==> src/rtl/stencil_offset_sequencer_macros.svh <==
// Assertion macros for the stencil offset sequencer.
`ifndef STENCIL_OFFSET_SEQUENCER_MACROS_SVH
`define STENCIL_OFFSET_SEQUENCER_MACROS_SVH

// consequent checked in the same cycle
`define SOS_ASSERT_NOW(lbl, ante, cons, msg) \
  lbl: assert property (@(posedge clk_i) disable iff (!rst_ni) (ante) |-> (cons)) \
    else $error(msg);

// consequent checked in the next cycle
`define SOS_ASSERT_NEXT(lbl, ante, cons, msg) \
  lbl: assert property (@(posedge clk_i) disable iff (!rst_ni) (ante) |=> (cons)) \
    else $error(msg);

`endif

==> src/rtl/sos_pkg.sv <==
// Types, constants and tables shared by the stencil offset sequencer.
package sos_pkg;

  localparam int MAX_DIMS   = 4;
  localparam int MAX_RADIUS = 7;
  localparam int OUT_DIMS   = 4;
  localparam int DIGIT_W    = 4;
  localparam int OFF_W      = 4;
  localparam int POLE_W     = 16;
  localparam int DIM_IDX_W  = $clog2(MAX_DIMS);
  localparam int AXIS_DIM_W = $clog2(MAX_DIMS + 1);

  typedef enum logic [2:0] {
    KIND_DEFAULT  = 3'd0,
    KIND_AXIS     = 3'd1,
    KIND_AXIS_CTR = 3'd2,
    KIND_FULL     = 3'd3,
    KIND_FULL_CTR = 3'd4,
    KIND_14PT     = 3'd5,
    KIND_24CELL   = 3'd6
  } kind_e;

  typedef enum logic [1:0] {
    REG_DIMS   = 2'd0,
    REG_RADIUS = 2'd1,
    REG_KIND   = 2'd2
  } reg_e;

  typedef logic [MAX_DIMS-1:0][DIGIT_W-1:0] digits_t;
  typedef logic [OUT_DIMS-1:0][OFF_W-1:0]   offsets_t;

  typedef struct packed {
    logic [2:0] dims;
    logic [2:0] radius;
    logic [2:0] kind;
  } cfg_t;

  typedef struct packed {
    digits_t               digits;
    logic [AXIS_DIM_W-1:0] axis_dim;
    logic [2:0]            axis_step;
    logic                  axis_neg;
    logic [4:0]            table_idx;
    logic [POLE_W-1:0]     pole;
  } seq_state_t;

  typedef struct packed {
    offsets_t          off;
    logic [POLE_W-1:0] pole;
    logic              last;
    logic              bad;
  } result_t;

  localparam seq_state_t SEQ_RESET = '{
    digits:    '0,
    axis_dim:  '0,
    axis_step: 3'd1,
    axis_neg:  1'b0,
    table_idx: '0,
    pole:      '0
  };

  localparam logic signed [OFF_W-1:0] OFF_P = 4'sd1;
  localparam logic signed [OFF_W-1:0] OFF_N = -4'sd1;
  localparam logic signed [OFF_W-1:0] OFF_Z = 4'sd0;

  // 14-point 3D: six axis directions, then eight corners
  localparam logic signed [OFF_W-1:0] TAB14 [14][3] = '{
    '{OFF_P, OFF_Z, OFF_Z}, '{OFF_N, OFF_Z, OFF_Z},
    '{OFF_Z, OFF_P, OFF_Z}, '{OFF_Z, OFF_N, OFF_Z},
    '{OFF_Z, OFF_Z, OFF_P}, '{OFF_Z, OFF_Z, OFF_N},
    '{OFF_P, OFF_P, OFF_P}, '{OFF_P, OFF_P, OFF_N},
    '{OFF_P, OFF_N, OFF_P}, '{OFF_P, OFF_N, OFF_N},
    '{OFF_N, OFF_P, OFF_P}, '{OFF_N, OFF_P, OFF_N},
    '{OFF_N, OFF_N, OFF_P}, '{OFF_N, OFF_N, OFF_N}
  };

  // 24-cell 4D: axis pairs
  localparam logic [1:0] PAIR24 [6][2] = '{
    '{2'd0, 2'd1}, '{2'd0, 2'd2}, '{2'd0, 2'd3},
    '{2'd1, 2'd2}, '{2'd1, 2'd3}, '{2'd2, 2'd3}
  };

  // (2r+1)^d, indexed [r-1][d-1]
  localparam logic [POLE_W-1:0] FULL_POLES [MAX_RADIUS][MAX_DIMS] = '{
    '{16'd3,  16'd9,   16'd27,   16'd81},
    '{16'd5,  16'd25,  16'd125,  16'd625},
    '{16'd7,  16'd49,  16'd343,  16'd2401},
    '{16'd9,  16'd81,  16'd729,  16'd6561},
    '{16'd11, 16'd121, 16'd1331, 16'd14641},
    '{16'd13, 16'd169, 16'd2197, 16'd28561},
    '{16'd15, 16'd225, 16'd3375, 16'd50625}
  };

endpackage

==> src/rtl/sos_pole_gen.sv <==
// Pole generator: offsets, last flag and successor state for one advance.
module sos_pole_gen (
  input  sos_pkg::cfg_t       cfg_i,
  input  sos_pkg::seq_state_t state_i,
  input  logic                restart_i,
  output sos_pkg::result_t    res_o,
  output sos_pkg::seq_state_t next_o
);

  function automatic sos_pkg::digits_t odo_step(sos_pkg::digits_t dg, logic [2:0] d,
                                                logic [2:0] r);
    sos_pkg::digits_t o;
    logic             carry;
    o     = dg;
    carry = 1'b1;
    for (int i = 0; i < sos_pkg::MAX_DIMS; i++) begin
      if (carry && (i < int'(d))) begin
        if (dg[i] == {r, 1'b0}) begin
          o[i] = '0;
        end else begin
          o[i]  = dg[i] + 4'd1;
          carry = 1'b0;
        end
      end
    end
    return o;
  endfunction

  function automatic logic at_centre(sos_pkg::digits_t dg, logic [2:0] d, logic [2:0] r);
    logic c;
    c = 1'b1;
    for (int i = 0; i < sos_pkg::MAX_DIMS; i++) begin
      if ((i < int'(d)) && (dg[i] != {1'b0, r})) c = 1'b0;
    end
    return c;
  endfunction

  sos_pkg::kind_e          kind;
  logic                    ok;
  sos_pkg::seq_state_t     cur;
  sos_pkg::seq_state_t     adv;
  sos_pkg::digits_t        odo1;
  logic [6:0]              axis_poles;
  logic [sos_pkg::POLE_W-1:0] count;
  logic [sos_pkg::POLE_W:0]   pole_inc;
  logic                    last;
  logic [2:0]              d;
  logic [2:0]              r;
  logic [4:0]              p;
  logic [2:0]              grp;
  logic [2:0]              r_idx;
  logic [2:0]              d_idx;
  sos_pkg::offsets_t       off;

  assign d          = cfg_i.dims;
  assign r          = cfg_i.radius;
  assign cur        = restart_i ? sos_pkg::SEQ_RESET : state_i;
  assign axis_poles = 7'(d) * 7'({r, 1'b0});
  assign r_idx      = r - 3'd1;
  assign d_idx      = d - 3'd1;
  assign pole_inc   = {1'b0, cur.pole} + 17'd1;
  assign odo1       = odo_step(cur.digits, d, r);

  always_comb begin
    ok   = (d != 3'd0) && (int'(d) <= sos_pkg::MAX_DIMS) &&
           (r != 3'd0) && (int'(r) <= sos_pkg::MAX_RADIUS);
    kind = sos_pkg::KIND_AXIS;
    case (cfg_i.kind)
      sos_pkg::KIND_DEFAULT:  kind = (d == 3'd2) ? sos_pkg::KIND_AXIS_CTR : sos_pkg::KIND_AXIS;
      sos_pkg::KIND_AXIS:     kind = sos_pkg::KIND_AXIS;
      sos_pkg::KIND_AXIS_CTR: kind = sos_pkg::KIND_AXIS_CTR;
      sos_pkg::KIND_FULL:     kind = sos_pkg::KIND_FULL;
      sos_pkg::KIND_FULL_CTR: kind = sos_pkg::KIND_FULL_CTR;
      sos_pkg::KIND_14PT: begin
        kind = sos_pkg::KIND_14PT;
        if (d != 3'd3 || r != 3'd1) ok = 1'b0;
      end
      sos_pkg::KIND_24CELL: begin
        kind = sos_pkg::KIND_24CELL;
        if (d != 3'd4 || r != 3'd1) ok = 1'b0;
      end
      default: ok = 1'b0;
    endcase
  end

  always_comb begin
    off   = '0;
    count = 16'd24;
    adv   = cur;
    p     = '0;
    grp   = '0;
    case (kind)
      sos_pkg::KIND_AXIS, sos_pkg::KIND_AXIS_CTR: begin
        count = 16'(axis_poles) + ((kind == sos_pkg::KIND_AXIS_CTR) ? 16'd1 : 16'd0);
        if ((cur.axis_dim < sos_pkg::AXIS_DIM_W'(d)) &&
            (int'(cur.axis_dim) < sos_pkg::MAX_DIMS)) begin
          off[cur.axis_dim[sos_pkg::DIM_IDX_W-1:0]] =
            cur.axis_neg ? (4'd0 - {1'b0, cur.axis_step}) : {1'b0, cur.axis_step};
        end
        if (!cur.axis_neg) begin
          adv.axis_neg = 1'b1;
        end else begin
          adv.axis_neg = 1'b0;
          if (cur.axis_step >= r) begin
            adv.axis_step = 3'd1;
            adv.axis_dim  = cur.axis_dim + 1'b1;
          end else begin
            adv.axis_step = cur.axis_step + 3'd1;
          end
        end
      end
      sos_pkg::KIND_FULL, sos_pkg::KIND_FULL_CTR: begin
        count = sos_pkg::FULL_POLES[r_idx][d_idx[1:0]] -
                ((kind == sos_pkg::KIND_FULL) ? 16'd1 : 16'd0);
        for (int i = 0; i < sos_pkg::OUT_DIMS && i < sos_pkg::MAX_DIMS; i++) begin
          if (i < int'(d)) off[i] = cur.digits[i] - {1'b0, r};
        end
        // the plain full cube steps over its centre
        if ((kind == sos_pkg::KIND_FULL) && at_centre(odo1, d, r))
          adv.digits = odo_step(odo1, d, r);
        else
          adv.digits = odo1;
      end
      sos_pkg::KIND_14PT: begin
        count = 16'd14;
        p     = (cur.table_idx < 5'd14) ? cur.table_idx : 5'd0;
        for (int i = 0; i < 3; i++) off[i] = sos_pkg::TAB14[p[3:0]][i];
        adv.table_idx = cur.table_idx + 5'd1;
      end
      default: begin
        count = 16'd24;
        p     = (cur.table_idx < 5'd24) ? cur.table_idx : 5'd0;
        grp   = p[4:2];
        off[sos_pkg::PAIR24[grp][0]] = p[1] ? sos_pkg::OFF_P : sos_pkg::OFF_N;
        off[sos_pkg::PAIR24[grp][1]] = p[0] ? sos_pkg::OFF_P : sos_pkg::OFF_N;
        adv.table_idx = cur.table_idx + 5'd1;
      end
    endcase
    adv.pole = cur.pole + 16'd1;
  end

  assign last = (pole_inc >= {1'b0, count});

  always_comb begin
    if (!ok) begin
      res_o  = '{off: '0, pole: '0, last: 1'b1, bad: 1'b1};
      next_o = sos_pkg::SEQ_RESET;
    end else begin
      res_o  = '{off: off, pole: cur.pole, last: last, bad: 1'b0};
      next_o = last ? sos_pkg::SEQ_RESET : adv;
    end
  end

endmodule

==> src/rtl/stencil_offset_sequencer.sv <==
// Top level of the stencil offset sequencer: registers, handshakes, result stage.
//
//  channel   direction  handshake                 payload
//  in        sink       in_valid_i / in_stall_o   restart_i
//  out       source     out_valid_o / out_stall_i offset_x0..3, pole_index, last_pole,
//                                                 bad_config
//  cfg       sink       cfg_valid_i / cfg_ready_o cfg_index_i, cfg_data_i
//
// One item per cycle while in_stall_o is low; its result sits in the result register in the cycle after acceptance.
// The pole generator is one combinational pass from the sequence register.
// Reset: dims 3, radius 1, default kind, sequence at the first pole; no clearing pass.
// in_stall_o follows out_stall_i only while the result register holds an unclaimed item.
// A configuration write to a known register returns the sequence to its first pole.
`include "stencil_offset_sequencer_macros.svh"

module stencil_offset_sequencer (
  input  logic              clk_i,
  input  logic              rst_ni,
  input  logic              in_valid_i,
  output logic              in_stall_o,
  input  logic              restart_i,
  output logic              out_valid_o,
  input  logic              out_stall_i,
  output logic signed [3:0] offset_x0_o,
  output logic signed [3:0] offset_x1_o,
  output logic signed [3:0] offset_x2_o,
  output logic signed [3:0] offset_x3_o,
  output logic [15:0]       pole_index_o,
  output logic              last_pole_o,
  output logic              bad_config_o,
  input  logic              cfg_valid_i,
  output logic              cfg_ready_o,
  input  logic [1:0]        cfg_index_i,
  input  logic [2:0]        cfg_data_i
);

  sos_pkg::cfg_t       cfg_q;
  sos_pkg::seq_state_t seq_q;
  sos_pkg::seq_state_t seq_d;
  sos_pkg::result_t    res_d;
  sos_pkg::result_t    res_q;
  logic                out_valid_q;
  logic                in_accept;
  logic                cfg_write;
  logic                cfg_clear;
  logic                res_blank;

  assign cfg_ready_o = 1'b1;
  assign cfg_write   = cfg_valid_i && cfg_ready_o;
  assign in_stall_o  = out_valid_q && out_stall_i;
  assign in_accept   = in_valid_i && !in_stall_o;

  // only a write to a known register restarts the sequence
  assign cfg_clear = cfg_write && (cfg_index_i == sos_pkg::REG_DIMS ||
                                   cfg_index_i == sos_pkg::REG_RADIUS ||
                                   cfg_index_i == sos_pkg::REG_KIND);

  sos_pole_gen u_gen (
    .cfg_i     (cfg_q),
    .state_i   (seq_q),
    .restart_i (restart_i),
    .res_o     (res_d),
    .next_o    (seq_d)
  );

  always_ff @(posedge clk_i or negedge rst_ni) begin
    if (!rst_ni) begin
      cfg_q <= '{dims: 3'd3, radius: 3'd1, kind: sos_pkg::KIND_DEFAULT};
    end else if (cfg_write) begin
      case (cfg_index_i)
        sos_pkg::REG_DIMS:   cfg_q.dims   <= cfg_data_i;
        sos_pkg::REG_RADIUS: cfg_q.radius <= cfg_data_i;
        sos_pkg::REG_KIND:   cfg_q.kind   <= cfg_data_i;
        default: ;
      endcase
    end
  end

  always_ff @(posedge clk_i or negedge rst_ni) begin
    if (!rst_ni) begin
      seq_q <= sos_pkg::SEQ_RESET;
    end else if (cfg_clear) begin
      seq_q <= sos_pkg::SEQ_RESET;
    end else if (in_accept) begin
      seq_q <= seq_d;
    end
  end

  always_ff @(posedge clk_i or negedge rst_ni) begin
    if (!rst_ni) begin
      out_valid_q <= 1'b0;
    end else if (in_accept) begin
      out_valid_q <= 1'b1;
    end else if (!out_stall_i) begin
      out_valid_q <= 1'b0;
    end
  end

  always_ff @(posedge clk_i) begin
    if (in_accept) begin
      res_q <= res_d;
    end
  end

  assign out_valid_o  = out_valid_q;
  assign offset_x0_o  = res_q.off[0];
  assign offset_x1_o  = res_q.off[1];
  assign offset_x2_o  = res_q.off[2];
  assign offset_x3_o  = res_q.off[3];
  assign pole_index_o = res_q.pole;
  assign last_pole_o  = res_q.last;
  assign bad_config_o = res_q.bad;

  assign res_blank = (res_q.off == '0) && (res_q.pole == '0) && res_q.last;

  `SOS_ASSERT_NOW(a_bad_shape, out_valid_o && bad_config_o, res_blank, "bad config item not blank")
  `SOS_ASSERT_NEXT(a_restart_first, in_accept && restart_i, pole_index_o == '0, "restart not at pole 0")
  `SOS_ASSERT_NEXT(a_accept_shows, in_accept, out_valid_o, "accepted item has no result")
  `SOS_ASSERT_NEXT(a_cfg_clears, cfg_clear, seq_q == sos_pkg::SEQ_RESET, "sequence not reset by write")

endmodule
==> config.mk <==
export PLATFORM = sky130hd
export DESIGN_NAME = stencil_offset_sequencer
export DESIGN_NICKNAME = d
export VERILOG_FILES = /design/src/rtl/sos_pkg.sv /design/src/rtl/sos_pole_gen.sv /design/src/rtl/stencil_offset_sequencer.sv
export VERILOG_INCLUDE_DIRS = /design/src /design/src/rtl
export SDC_FILE = /design/constraint.sdc
export NUM_CORES = 1
export LEC_CHECK = 0
export BUFFER_PORTS_ARGS = -buffer_cell sky130_fd_sc_hd__buf_4
export CAP_MARGIN = 20
export CELL_PAD_IN_SITES_DETAIL_PLACEMENT = 1
export CELL_PAD_IN_SITES_GLOBAL_PLACEMENT = 1
export CORE_ASPECT_RATIO = 1.4
export CORE_UTILIZATION = 45
export DETAILED_ROUTE_END_ITERATION = 8
export PLACE_DENSITY = 0.82
export SYNTH_ARGS = -nofsm -noshare
export SYNTH_HDL_FRONTEND = slang
export SYNTH_SLANG_ARGS = --single-unit
==> constraint.sdc <==
create_clock -name clk_i -period 6.8 [get_ports clk_i]
set_clock_uncertainty 0.2 [all_clocks]
set_input_delay 0.34 -clock clk_i [delete_from_list [all_inputs] [get_ports clk_i]]
set_output_delay 0.34 -clock clk_i [all_outputs]
set_load 0.02 [all_outputs]
==> results of run 1 <==
report_power, final:
group | switching (mW) | total, mW | internal (mW)
logic | 0.476 | 0.737 | 0.262
registers | 0.0554 | 0.640 | 0.585
clock network | 0.238 | 0.577 | 0.339
path summary, 6_finish.rpt:
check,start,to,slack (ns),depth (start not counted)
min reg2reg,seq_q[25]$_DFFE_PN0P_,seq_q[25]$_DFFE_PN0P_,0.30,1
max,cfg_q[3]$_DFFE_PN1P_,seq_q[29]$_DFFE_PN0P_,1.22,20
max reg2reg,cfg_q[3]$_DFFE_PN1P_,seq_q[29]$_DFFE_PN0P_,1.22,20
min,cfg_data_i[0],cfg_q[6]$_DFFE_PN1P_,0.03,3
max in group asynchronous,rst_ni,seq_q[7]$_DFFE_PN0P_,5.46,2
min in group asynchronous,rst_ni,seq_q[17]$_DFFE_PN0P_,0.41,2
flip-flops by register name, summed over array words and instances (netlist names), 4 cells and up:
signal / cells
seq_q: 44
pole_index_o: 16
cfg_q: 9
offset_x0_o: 4
offset_x1_o: 4
offset_x2_o: 4
offset_x3_o: 4
cell type report:
type,instances,area (µm²)
fillers,2034,8205
clock buffers,10,239.0
repair buffers,60,467.9
inverters,47,176.4
flip-flops and latches,88,2377
multi-input cells,723,4926
clock inverters,6,100.1
well taps,203,254.0
synth_stat cells, types with 4 or more instances:
library cell and instances:
xor2_1 17, nand3b_1 4, nor2b_1 22, fa_1 6, xnor2_1 23, o21a_1 5
mux2_2 9, mux2i_1 5, edfxtp_1 34, o21ai_0 59, a31oi_1 23, buf_4 5
nand4_1 12, dfrtp_1 50, nor2_1 87, buf_2 5, dfstp_2 4, a221oi_1 4
a21o_1 12, a221o_1 4, o22ai_1 6, or3_1 5, nand2_1 89, nand3_1 28
and3_1 6, nand2b_1 17, a22o_1 35, a211oi_1 9, inv_1 45, buf_1 4
o31ai_1 7, and2_1 19, nor3_1 22, a311oi_1 4, o221ai_1 4, a32oi_1 4
a21oi_1 51, ha_1 67, clkbuf_1 38
worst register-to-register path, stage by stage, from the launching register on:
cell and delay (ns):
dfstp_2 0.95, inv_2 0.35, ha_1 0.36, xor2_1 0.17, buf_4 0.23, inv_1 0.14
nor2_1 0.09, o21ai_0 0.28, a31oi_1 0.12, o21ai_0 0.18, ha_1 0.27, o21a_1 0.12
o21a_1 0.17, o211ai_1 0.16, a21boi_0 0.11, o21ai_0 0.21, and3_1 0.23, buf_12 0.25
nand2_1 0.21, o21ai_0 0.49, a22o_1 0.23
kinds of logic (layout without fill, tap and decap cells):
| family | after synthesis | in the layout | synth area share, % |
|---|---|---|---|
| AOI/OAI and AO/OA | 265 | 265 | 23.62 |
| xor gates and xnor gates | 40 | 40 | 4.558 |
| adders and majority gates | 74 | 74 | 12.60 |
| buffers and inverters | 99 | 123 | 5.160 |
| DFF | 88 | 88 | 30.93 |
| muxes | 16 | 16 | 2.458 |
| other | 1 | 1 | 0.04879 |
| and+or+nand+nor | 327 | 327 | 20.62 |
layer usage:
metal	part of all wire, %	wire length, µm	track usage, %	vias to the layer above
li1	-	-	-	3352
met1	40	9791	32.01	3594
met2	52	12580	52.82	208
met3	4.1	990	3.796	58
met4	3.5	859	12.76	0
met5	0	0	0	-
stage by stage:
step	cell area, µm²	cells	util [%]	setup WS (ns)	hold WS [ns]
6_report	8541	1137	51.00	1.216	0.03158
5_1_grt	8541	1137	51.00	0.7668	0.04849
4_1_cts	8541	1137	51.00	1.245	0.03134
3_5_place_dp	8182	1119	48.86	1.297	0.2580
3_3_place_gp	8182	1119	48.86	1.475	0.2599
2_1_floorplan	7686	910	-	1.986	-0.1556
==> flow_summary.yaml, run 1 <==
synthesis:
  synth.largest_area_cell: "dfrtp_1"
  ys_types: 77
  synth_edf_count: 34
  synth_top_cell_area_share_pct: 16.28
  syn_inst: 910
  async_flop_share_pct: 61.36
  yosys-top-cells-area: "dfrtp_1 16%, edfxtp_1 13%, ha_1 11%"
  synth_top_flop_cell: "dfrtp_1"
  ys_warn_count: 0
  syn_nets: 994
  synth_seq_area_share_pct: 30.93
  avgSynthCellArea_um2: 8.446
  syn_area_mm2: 0.007686
  ys_seq_elements: 88
routing:
  ant_nets: 0
  drc_errors: 0
  drt_iter0_markers: 377
  viasPerCell: 6.343
  post_drt_wl_per_cell_um: 21.30
  totalWireLength_mm: 24.22
  firstDrtPassIters: 5
  num_vias: 7212
worst_setup_path:
  path_cells: "inv_2, ha_1, xor2_1, buf_4, inv_1, nor2_1, o21ai_0, a31oi_1, o21ai_0, ha_1, o21a_1, o21a_1, o211ai_1, a21boi_0, o21ai_0, and3_1, buf_12, nand2_1, o21ai_0, a22o_1"
  slowest_stage: "dfstp_2"
  critical_path.top_delay_family: "compound AO/OA/AOI/OAI gates"
  cp-end-kind: "flip-flop"
  cp_max_fo: 44
  critical_path_arrival_ns: 5.67
  start_kind: "flip-flop"
  cp.buffers_inverters: 4
  cp_data_required_time_ns: 6.88
  worstSetupPathType: "reg2reg"
  cp_slowest_stage_delay_ns: 0.95
  cpMostUsedCell: "o21ai_0"
power:
  leakage_nw: 3.641
  power_mw: 1.954
  vdd_drop_max_uv: 106.2
  power.density_mw_per_mm2: 228.8
die:
  die_x_um: 112.5
  core-area_mm2: 0.01675
  fp-row-count: 56
  io_pins: 48
  initial_utilization_pct: 45.90
  dieArea_mm2: 0.01761
  fp.dieH_um: 156.6
clock_tree:
  ctsResizeCount: 0
  clk_latency_ns: 0.35
  cts_tree: "built"
  clockBufferDepth: 2
  cts_hold_buf: 2
  cts.sinks: 88
  clk_pin_slew_ns: 0.07
  htree_num_levels: 3
  cts_made_buffers: 9
  cts_setup_buffers: 0
  cts_root_buffer: "clkbuf_16"
outcome:
  status: "finished, final reports clean"
sta:
  tightest_slew_ns: 1.153
  setup_violations: 0
  finalHoldViolations: 0
  setup_tns_ns: 0
  period_needed_ns: 5.584
  rsz0062_at_grt: "no"
  slew_headroom_pct: 23.16
  finalCritPeriodShare_pct: 82.11
  drv_slew: 0
  fmax_mhz: 179.1
global_route:
  antenna_found_initial: 0
  grt_pass1_wl_mm: 39.19
  grt_use_total_pct: 28.35
  grt_overflow: 0
  grt_start_max_net_pins: 55
  grt_pass1_vias: 7516
final_layout:
  final_cell_mix: "89 x nand2_1, 86 x nor2_1, 67 x ha_1"
  final_common_cell: "nand2_1"
  final_layout_size_suffix_gt1_share_pct: 11.03
  nNetsFinal: 1013
  diodes: 0
  syn_to_final_growth_pct: 11.12
worst_hold_path:
  hold_class: "in2reg"
placement:
  hpwl_mm: 17.60
  place_congestion: 0.8834
  port_buffers: 46
flow_run:
  cap_violations: 0
(Power assumes the default switching activity.)
==> run 2, diff against run 1 <==
--- a/config.mk
+++ b/config.mk
@@ -6,6 +6,7 @@
 export SDC_FILE = /design/constraint.sdc
 export NUM_CORES = 1
 export LEC_CHECK = 0
+export ABC_AREA = 1
 export BUFFER_PORTS_ARGS = -buffer_cell sky130_fd_sc_hd__buf_4
 export CAP_MARGIN = 20
 export CELL_PAD_IN_SITES_DETAIL_PLACEMENT = 1
@@ -13,7 +14,7 @@
 export CORE_ASPECT_RATIO = 1.4
 export CORE_UTILIZATION = 45
 export DETAILED_ROUTE_END_ITERATION = 8
-export PLACE_DENSITY = 0.82
+export PLACE_DENSITY = 0.84
 export SYNTH_ARGS = -nofsm -noshare
 export SYNTH_HDL_FRONTEND = slang
 export SYNTH_SLANG_ARGS = --single-unit
==> constraint.sdc (replaced) <==
create_clock -name clk_i -period 5.5 [get_ports clk_i]
set_clock_uncertainty 0.2 [all_clocks]
set_input_delay 0.275 -clock clk_i [delete_from_list [all_inputs] [get_ports clk_i]]
set_output_delay 0.275 -clock clk_i [all_outputs]
set_load 0.02 [all_outputs]
==> flow_summary.yaml, run 2 <==
outcome:
  status: "finished, final reports clean"
synthesis:
  synth.most_common_cell: "nand2_1"
  ys_seq_elements: 88
  ys_warn_count: 0
  syn_nets: 1205
  syn_area_mm2: 0.007986
  async_flop_share_pct: 61.36
  synth_top_cell_area_share_pct: 15.67
  synth.largest_area_cell: "dfrtp_1"
  syn_inst: 1121
  synth_seq_area_share_pct: 29.77
  synth_edf_count: 34
  avgSynthCellArea_um2: 7.124
  yosys-top-cells-area: "dfrtp_1 16%, edfxtp_1 13%, nand2_1 12%"
  ys_top_cells_by_count: "265 x nand2_1, 161 x inv_1, 125 x nor2_1"
  synth_top_flop_cell: "dfrtp_1"
  ys_types: 55
routing:
  num_vias: 7728
  viasPerCell: 5.516
  post_drt_wl_per_cell_um: 17.91
  ant_nets: 0
  drc_errors: 0
  totalWireLength_mm: 25.10
  firstDrtPassIters: 5
  drt_iter0_markers: 550
final_layout:
  multi_input_area_mm2: 0.004743
  syn_to_final_growth_pct: 10.83
  stdcell_count: 1401
  largest_reg_flops: 44
  fillers: 2301
  final_common_cell: "nand2_1"
  regMostFlops: "seq_q"
  seqCellArea_mm2: 0.002377
  final_cell_mix: "265 x nand2_1, 161 x inv_1, 124 x nor2_1"
  final_layout_size_suffix_gt1_share_pct: 12.53
  nNetsFinal: 1244
  diodes: 0
global_route:
  top_usage_layer: "met2"
  antenna_found_initial: 0
  grt_start_max_net_pins: 55
  grt_pass1_vias: 8331
  grt_pass1_wl_mm: 41.46
  grt_use_total_pct: 28.99
  grt_overflow: 0
  use_met2_pct: 53.39
  use_met3_pct: 2.657
  globalRouteMet1Util_pct: 33.61
worst_setup_path:
  crit_end: "seq_q[38]$_DFFE_PN0P_"
  worstSetupPathType: "reg2reg"
  cp_data_required_time_ns: 5.54
  critical_path_arrival_ns: 4.88
  cp-end-kind: "flip-flop"
  cp-startpoint: "cfg_q[8]$_DFFE_PN0P_"
  reg2reg_depth: 20
  r2r-end: "seq_q[38]$_DFFE_PN0P_"
  r2r-start: "cfg_q[8]$_DFFE_PN0P_"
  start_kind: "flip-flop"
  cp_max_fo: 44
  r2r_slack_ns: 0.67
worst_hold_path:
  hold_class: "in2reg"
clock_tree:
  cts_hold_buf: 4
  cts_root_buffer: "clkbuf_16"
  clk_latency_ns: 0.36
  htree_num_levels: 3
  ctsResizeCount: 0
  cts.sinks: 88
  clockBufferDepth: 2
  cts_made_buffers: 9
  cts_setup_buffers: 0
  clk_pin_slew_ns: 0.07
  cts_tree: "built"
power:
  p_sw_mw: 1.025
  clkPwrFrac_pct: 25.7
  leakage_nw: 4.320
  power.density_mw_per_mm2: 269.7
  vdd_drop_max_uv: 144.2
  power_frac_seq_pct: 32.3
  p_sw_share_pct: 42.92
  combPwrFrac_pct: 42.0
  p_int_mw: 1.363
die:
  fp.dieH_um: 159.6
  core-area_mm2: 0.01733
  initial_utilization_pct: 46.08
  io_pins: 48
  die_x_um: 114.6
  dieArea_mm2: 0.01829
  fp-row-count: 57
sta:
  period_needed_ns: 4.834
  finalHoldViolations: 0
  slew_headroom_pct: 42.23
  timing.hold.ws_ns: 0.01999
  fmax_mhz: 206.8
  finalCritPeriodShare_pct: 87.90
  setup_violations: 0
  setup_tns_ns: 0
  rsz0062_at_grt: "no"
  drv_slew: 0
  tightest_slew_ns: 0.8656
placement:
  port_buffers: 46
  dp.cells: 1381
  hpwl_mm: 19.04
  place_congestion: 0.8819
flow_run:
  cap_violations: 0
## run 2: changes by cell type after synthesis, sizes merged, moves of 25 or more
cell    before  now
nor2        87  139
inv         46  171
nand3       28   69
a22o        35    1
nand2       89  281
clkbuf      38   13
## run 2: worst min path at each step
stage                  startpoint                      end  cells past startpoint
floorplan                  rst_ni     cfg_q[0]$_DFFE_PN0P_                      0
global placement           rst_ni  out_valid_o$_DFFE_PN0P_                      1
detailed placement         rst_ni  out_valid_o$_DFFE_PN0P_                      1
CTS                 cfg_data_i[1]     cfg_q[7]$_DFFE_PN1P_                      3
global route        cfg_data_i[1]     cfg_q[7]$_DFFE_PN1P_                      3
finish              cfg_data_i[1]     cfg_q[7]$_DFFE_PN1P_                      3
## run 2: cell type report
class                   count  share of cell area, %
flip-flops and latches     88                  26.86
well taps                 236                  3.336
repair buffers             65                  5.626
clock inverters             5                 0.4382
inverters                 174                  7.407
multi-input cells         822                  53.59
clock buffers              11                  2.742
## run 2: power by group through the flow
stage | clock network, mW | logic (mW) | registers [mW]
6_report | 0.614 | 1.00 | 0.770
5_1_grt | 0.634 | 1.12 | 0.776
4_1_cts | 0.616 | 1.01 | 0.770
3_5_place_dp | 0 | 0.994 | 0.784
3_3_place_gp | 0 | 0.964 | 0.781
2_1_floorplan | 0 | 0.693 | 0.788
## run 2: worst max-delay path: stages, from the launching register on
cell	delay [ns]
dfrtp_1	0.55
nand2_1	0.12
inv_1	0.06
fa_1	0.54
ha_1	0.17
inv_1	0.06
fa_1	0.38
or2_2	0.30
a32oi_1	0.21
ha_1	0.27
a21oi_1	0.17
o21bai_1	0.08
a21oi_1	0.11
o21ai_0	0.09
nand2_1	0.06
inv_1	0.03
o21bai_1	0.15
nand2_1	0.08
nand2_1	0.12
nand3b_4	0.49
o31ai_1	0.45
## run 2: routing by layer
metal	share of wire [%]	up-vias
met4	3.3	0
met1	42	3778
met2	52	150
met5	0	-
li1	-	3742
met3	2.7	58
## run 2: cell families (layout without fill, tap and decap cells)
logic type	after synthesis	count (layout)	synth area share (%)
simple gates	539	539	30.27
buf+inv	211	255	10.94
compound gates	175	175	13.25
flops	88	88	29.77
fa+ha+maj	73	73	12.00
xor+xnor	34	34	3.729
other cells	1	1	0.04695
## run 2: metrics by stage
| step | cell area [µm²] | utilization (%) | setup slack, ns | total power [mW] |
|---|---|---|---|---|
| 2_1_floorplan | 7986 | - | 1.142 | 1.480 |
| 3_3_place_gp | 8529 | 49.22 | 0.9687 | 1.745 |
| 3_5_place_dp | 8529 | 49.22 | 0.7169 | 1.778 |
| 4_1_cts | 8851 | 51.07 | 0.6746 | 2.392 |
| 5_1_grt | 8851 | 51.07 | 0.2764 | 2.527 |
| 6_report | 8851 | 51.07 | 0.6655 | 2.387 |
